`src/rtl/tlks_pkg.sv`:
```
// Package for the three-register keystream decryptor: constants, types and the register step.
package tlks_pkg;

  localparam int unsigned RegW    = 32;
  localparam int unsigned ByteW   = 8;
  localparam int unsigned CfgIdxW = 2;

  // Configuration register indexes
  localparam logic [CfgIdxW-1:0] CFG_SEED_A = 2'd0;
  localparam logic [CfgIdxW-1:0] CFG_SEED_B = 2'd1;
  localparam logic [CfgIdxW-1:0] CFG_SEED_C = 2'd2;

  // Feedback masks and fill patterns of the three shift registers
  localparam logic [RegW-1:0] MASK_A = 32'h8000_0062;
  localparam logic [RegW-1:0] MASK_B = 32'h4000_0020;
  localparam logic [RegW-1:0] MASK_C = 32'h1000_0002;
  localparam logic [RegW-1:0] FILL_A = 32'h8000_0000;
  localparam logic [RegW-1:0] FILL_B = 32'hC000_0000;
  localparam logic [RegW-1:0] FILL_C = 32'hF000_0000;

  // Seed values after reset
  localparam logic [RegW-1:0] SEED_A_RST = 32'h3031_3233;
  localparam logic [RegW-1:0] SEED_B_RST = 32'h3435_3637;
  localparam logic [RegW-1:0] SEED_C_RST = 32'h3839_3031;

  typedef logic [RegW-1:0] lfsr_t;

  // One Galois step: odd value folds in the mask and sets the fill bits,
  // even value shifts and clears them
  function automatic lfsr_t lfsr_step(lfsr_t r, lfsr_t mask, lfsr_t fill);
    lfsr_t res;
    if (r[0]) begin
      res = ((r ^ mask) >> 1) | fill;
    end else begin
      res = (r >> 1) & ~fill;
    end
    return res;
  endfunction

endpackage

```
`src/rtl/three_lfsr_keystream_decrypt.sv`:
```
// Top level: streaming byte decryptor with a three-register alternating-step keystream.
// An accepted byte moves from the input register into the result register. Throughput: one
// byte per cycle while the result side is not stalled; the eight register steps are
// combinational between the input register and the result register, and the shift
// registers advance once per byte.
// Reset (rst_n low, synchronous): seeds return to their defaults, the shift registers load
// the default seeds, both stages empty. No clearing pass; first transfer may follow at once.
module three_lfsr_keystream_decrypt (
  input  logic                          clk,
  input  logic                          rst_n,
  // input stream
  input  logic                          in_tvalid,
  output logic                          in_tready,
  input  logic [tlks_pkg::ByteW-1:0]    in_tdata,   // [7:0] cipher_byte
  input  logic                          in_tuser,   // [0] first_byte
  // result stream
  output logic                          out_tvalid,
  input  logic                          out_tready,
  output logic [tlks_pkg::ByteW-1:0]    out_tdata,  // [7:0] plain_byte
  // configuration write port
  input  logic                          cfg_we,
  input  logic [tlks_pkg::CfgIdxW-1:0]  cfg_index,
  input  logic [tlks_pkg::RegW-1:0]     cfg_wdata
);
  import tlks_pkg::*;

  lfsr_t seed_a_r, seed_b_r, seed_c_r;
  lfsr_t reg_a_r, reg_b_r, reg_c_r;
  lfsr_t reg_a_nxt, reg_b_nxt, reg_c_nxt;

  logic             s1_valid_r;
  logic [ByteW-1:0] s1_cipher_r;
  logic             s1_first_r;

  logic             out_valid_r;
  logic [ByteW-1:0] out_byte_r;

  logic             adv;
  logic             s1_fire;
  logic [ByteW-1:0] key;

  // Result register frees when empty or taken; input register moves on then
  assign adv       = !out_valid_r || out_tready;
  assign s1_fire   = s1_valid_r && adv;
  assign in_tready = !s1_valid_r || adv;

  // Seed registers
  always_ff @(posedge clk) begin
    if (!rst_n) begin
      seed_a_r <= SEED_A_RST;
      seed_b_r <= SEED_B_RST;
      seed_c_r <= SEED_C_RST;
    end else if (cfg_we) begin
      case (cfg_index)
        CFG_SEED_A: seed_a_r <= cfg_wdata;
        CFG_SEED_B: seed_b_r <= cfg_wdata;
        CFG_SEED_C: seed_c_r <= cfg_wdata;
        default: ;
      endcase
    end
  end

  // Eight alternating steps; key collected most significant bit first
  always_comb begin
    logic ob, oc, sel;
    if (s1_first_r) begin
      reg_a_nxt = seed_a_r;
      reg_b_nxt = seed_b_r;
      reg_c_nxt = seed_c_r;
    end else begin
      reg_a_nxt = reg_a_r;
      reg_b_nxt = reg_b_r;
      reg_c_nxt = reg_c_r;
    end
    ob  = reg_b_nxt[0];
    oc  = reg_c_nxt[0];
    key = '0;
    for (int i = 0; i < ByteW; i++) begin
      sel       = reg_a_nxt[0];
      reg_a_nxt = lfsr_step(reg_a_nxt, MASK_A, FILL_A);
      if (sel) begin
        ob        = reg_b_nxt[0];
        reg_b_nxt = lfsr_step(reg_b_nxt, MASK_B, FILL_B);
      end else begin
        oc        = reg_c_nxt[0];
        reg_c_nxt = lfsr_step(reg_c_nxt, MASK_C, FILL_C);
      end
      key[ByteW-1-i] = ob ^ oc;
    end
  end

  // Shift registers advance once per byte moved into the result register
  always_ff @(posedge clk) begin
    if (!rst_n) begin
      reg_a_r <= SEED_A_RST;
      reg_b_r <= SEED_B_RST;
      reg_c_r <= SEED_C_RST;
    end else if (s1_fire) begin
      reg_a_r <= reg_a_nxt;
      reg_b_r <= reg_b_nxt;
      reg_c_r <= reg_c_nxt;
    end
  end

  // Input register
  always_ff @(posedge clk) begin
    if (!rst_n) begin
      s1_valid_r <= 1'b0;
    end else if (in_tready) begin
      s1_valid_r <= in_tvalid;
    end
  end

  always_ff @(posedge clk) begin
    if (in_tready && in_tvalid) begin
      s1_cipher_r <= in_tdata;
      s1_first_r  <= in_tuser;
    end
  end

  // Result register
  always_ff @(posedge clk) begin
    if (!rst_n) begin
      out_valid_r <= 1'b0;
    end else if (adv) begin
      out_valid_r <= s1_valid_r;
    end
  end

  always_ff @(posedge clk) begin
    if (s1_fire) begin
      out_byte_r <= s1_cipher_r ^ key;
    end
  end

  assign out_tvalid = out_valid_r;
  assign out_tdata  = out_byte_r;

endmodule

```
`config.mk`:
```
export PLATFORM = sky130hd
export DESIGN_NAME = three_lfsr_keystream_decrypt
export DESIGN_NICKNAME = d
export VERILOG_FILES = /design/src/rtl/tlks_pkg.sv /design/src/rtl/three_lfsr_keystream_decrypt.sv
export SDC_FILE = /design/constraint.sdc
export NUM_CORES = 1
export LEC_CHECK = 0
export BUFFER_PORTS_ARGS = -buffer_cell sky130_fd_sc_hd__buf_2
export CAP_MARGIN = 5
export CORE_UTILIZATION = 47
export DETAILED_ROUTE_END_ITERATION = 12
export PLACE_DENSITY_LB_ADDON = 0.15
export SYNTH_ARGS = -nofsm -noshare
export SYNTH_HDL_FRONTEND = slang
export SYNTH_SLANG_ARGS = --single-unit
```
`constraint.sdc`:
```
create_clock -name clk -period 7.9 [get_ports clk]
set_input_delay 0.395 -clock clk [delete_from_list [all_inputs] [get_ports clk]]
set_output_delay 0.395 -clock clk [all_outputs]
set_load 0.02 [all_outputs]
```
==> Implementation_results.wiki <==
{| class="wikitable"
! Metric !! Value
|-
| Worst Path Arrival || 5780 ps
|-
| Ratio of cells with drive above 1 in the final layout || just over 10%
|-
| Total of max-cap violations || 0
|-
| Post-synthesis area per instance || 7.56 um^2
|-
| Cell area power density || between 200 and 300 mW/mm^2
|-
| Uppermost layer routed || met4
|-
| Yosys warning total || 0
|-
| CP Data Required Time || roughly 8300 ps
|-
| Placed cell areas || between 0.015 and 0.02 mm^2
|-
| Slew @ Worst Pin || approximately 1300 ps
|-
| Number of vias after detailed routing || around 16k
|-
| Count of flip-flops with a built-in enable after synthesis || 17
|-
| Longest individual stage delay on the worst path || ~900 ps
|-
| Cells along the critical path || xnor3_1, mux2i_4, xnor2_4, buf_4, xor2_4, buf_4, nand2_1, nand2_1, buf_4, nor2_1, nor2_2, o21ai_0, a21oi_1, o21ai_0
|-
| Total power draw || around 5000 uW
|-
| Total standard cell area after synthesis || 0.0158 mm^2
|-
| Routed length on met3 || 3320 um
|-
| Post-cts resize count || 0
|-
| Library cell with the highest instance count after synthesis || sky130_fd_sc_hd__nand2_1
|-
| Drc violations || 0
|-
| CTS Hold Bufs || 0
|-
| Number of global-route vias before repair || 14.2k
|-
| Final Max Tran Viols || 0
|-
| Clock input transition at the sequential cells of the worst setup and hold paths || around 70 ps
|-
| Sum of negative setup slack || 0 ps
|-
| Bufs on Longest Clock Path || 3
|-
| Cell count after placement || between 2k and 2.5k
|-
| Hold Vio Cnt, Final || 0
|-
| Count of cell types in the netlist || a little over 80
|-
| Antenna violations before repair || 1
|-
| Overall die area || 0.0344 mm^2
|-
| Number of input and output port buffers inserted || 57
|-
| Portion of the clock cycle consumed by the worst path in the final layout || between 60% and 70%
|-
| Post-CTS repair timing setup buffer count || 0
|-
| Area of all placed cells without fillers || between 0.015 and 0.02 mm^2
|-
| Starting density of the core || between 40% and 50%
|-
| Most numerous cell types in the synthesized netlist || sky130_fd_sc_hd__nand2_1 (423), sky130_fd_sc_hd__mux2i_1 (227), sky130_fd_sc_hd__dfxtp_1 (186)
|-
| Number of antenna-violating nets in the routed design || 0
|-
| Leftover overflow at the end of global routing || 0
|-
| Net total in the final layout || about 2.1k
|-
| Hold_ws || 41.2 ps
|-
| Height of the die || approximately 190 um
|-
| Global-route wire length before repair || ~86000 um
|-
| Number of vias per cell || roughly 6.3
|-
| Routed wire length on met2 || between 20000 and 30000 um
|-
| Cell repeated most along the worst path || sky130_fd_sc_hd__buf_4
|-
| Buffer type at the clock tree root || sky130_fd_sc_hd__clkbuf_16
|-
| Estimated wirelength of the detail-placed design || ~41000 um
|-
| Layout overhead on the synthesized area || 7.17%
|-
| Proportion of netlist area held by the largest area contributor || 23.5%
|-
| Share of synthesized registers carrying an async set or reset || 0%
|-
| I/O pin count || 58
|-
| Peak supply drop || between 0.00015 and 0.0002 V
|-
| Ys flop type || sky130_fd_sc_hd__dfxtp_1
|-
| First-pass iteration count of the detailed router || 6
|-
| Pin count of the biggest net entering global routing || 129
|-
| Total Routing Usage GR || between 30% and 40%
|-
| Worst-case headroom to the max-slew limit || 13.9%
|-
| Leakage Power || approximately 0.0072 uW
|-
| Largest delay share family, worst path || buffers and inverters
|-
| Routed wire per std cell || 23.0 um
|-
| CP Launch Type || flop
|-
| HP Class || primary input to flop
|-
| Time the worst path needs with I/O delays and setup || 5400 ps
|-
| Routed met1 length || 24200 um
|-
| Category of the most critical setup path || flop to flop
|-
| Kind of end point of the critical path || flop
|-
| Cell type with the largest total area after synthesis || sky130_fd_sc_hd__dfxtp_1
|-
| R2R setup slack || 2500 ps
|-
| Number of levels the H-tree was split into || 1
|-
| Setup repair after global routing missed its margin || no
|-
| Sequential area share after synthesis || around a quarter
|-
| X dimension of the die || around 190 um
|-
| Total Routed Length || 57000 um
|-
| FF+latch count, synth || 203
|-
| ANT cells || 0
|-
| TritonCTS clock tree || done
|-
| Maximum fanout count along the critical path || 59
|-
| Insertion delay of the later-clocked pin in the worst-skew pair || 530 ps
|-
| Gate count of the mapped netlist || 2095
|-
| Core area || between 0.03 and 0.04 mm^2
|-
| Starting DRT DRC Count || around 1.9k
|-
| # clock sinks || 203
|-
| Net count of the mapped netlist || 2143
|-
| Number of clock buffers inserted by TritonCTS || 23
|-
| Total number of placement rows || 66
|-
| Status || finished, final reports clean
|-
| Largest cells by area after synthesis || sky130_fd_sc_hd__dfxtp_1 (24%), sky130_fd_sc_hd__mux2i_1 (14%), sky130_fd_sc_hd__nand2_1 (10%)
|-
| Global placement routability congestion || ~0.95
|-
| Buf+Inv Stages, Crit Path || 3
|-
| Maximum frequency from static timing analysis || 0.185 GHz
|-
| Slowest-stage cell, CP || sky130_fd_sc_hd__nor2_2
|-
| Maximum clock skew at final layout || 17.8 ps
|-
| Setup violation total in the final timing report || 0
|-
| Non-filler cells, final || about 2.5k
|}
[sequential cells by signal, indices dropped and copies added (netlist names)]
register,flops
seed_a_r,32
out_tdata,8
reg_c_r,29
s1_first_r,1
reg_a_r,32
seed_b_r,31
seed_c_r,29
s1_valid_r,1
s1_cipher_r,8
out_tvalid,1
reg_b_r,31
[final timing paths]
check	cells past startpoint	startpoint	to
worst max register to register	14	seed_a_r[0]	reg_b_r[5]
worst min-delay path	1	in_tdata[7]	s1_cipher_r[7]
worst min register to register	2	reg_b_r[14]	reg_b_r[14]
worst max-delay path	14	seed_a_r[0]	reg_b_r[5]
[per-layer routing]
layer / vias to the layer above / GRT usage, %
li1: 7390 / -
met3: 146 / 3.37
met1: 7418 / 42.5
met5: - / 0
met4: 0 / 18.5
met2: 672 / 52.5
[power by group]
group / switching (uW) / leakage [uW] / internal (uW) / total (uW)
clock network: 457 / 0.000382 / 626 / 1080
logic: 1750 / 0.00512 / 928 / 2680
registers: 81.2 / 0.00169 / 1150 / 1230
total: 2290 / 0.00719 / 2700 / 4990
[metrics by stage]
stage                     setup slack, ps  utilization, %
final                                2500            51.7
after global routing                 2220            51.7
after CTS                            2670            51.7
after detailed placement             2670            49.3
after global placement               2800            49.3
after floorplan                      4500               -
[layout by cell type (no fill, tap or decap), types with 25 or more instances in the layout]
| cell | count |
|---|---|
| sky130_fd_sc_hd__o211ai_1 | 41 |
| sky130_fd_sc_hd__a21oi_1 | 113 |
| sky130_fd_sc_hd__a31oi_1 | 27 |
| sky130_fd_sc_hd__mux2_2 | 38 |
| sky130_fd_sc_hd__nand3_1 | 81 |
| sky130_fd_sc_hd__o21ai_0 | 136 |
| sky130_fd_sc_hd__buf_2 | 56 |
| sky130_fd_sc_hd__mux2i_1 | 225 |
| sky130_fd_sc_hd__nand2_1 | 423 |
| sky130_fd_sc_hd__xnor2_1 | 43 |
| sky130_fd_sc_hd__dfxtp_1 | 186 |
| sky130_fd_sc_hd__o211a_1 | 25 |
| sky130_fd_sc_hd__nor3_1 | 28 |
| sky130_fd_sc_hd__a21boi_0 | 58 |
| sky130_fd_sc_hd__nor2_1 | 150 |
| sky130_fd_sc_hd__buf_4 | 33 |
| sky130_fd_sc_hd__o22ai_1 | 27 |
[cells by family (layout without fill, tap and decap cells)]
family / count (synthesis) / count (layout) / synth area share, %
AND/OR/NAND/NOR: 759 / 759 / 20.2
AO/OA/AOI/OAI: 588 / 588 / 24.8
buffers and inverters: 198 / 142 / 5.42
multiplexers: 269 / 269 / 17.5
XOR/XNOR: 78 / 78 / 5.27
flip-flops: 203 / 203 / 26.7
[area by class of cell]
cell class	instances	area, um^2
clock inverters	11	97.6
multi-input cells	1694	10800
repair buffers	90	548
flip-flops and latches	203	4230
well taps	442	553
fillers	3280	15900
clock buffers	31	661
inverters	10	38.8
Power figures use the tool's default switching activity.
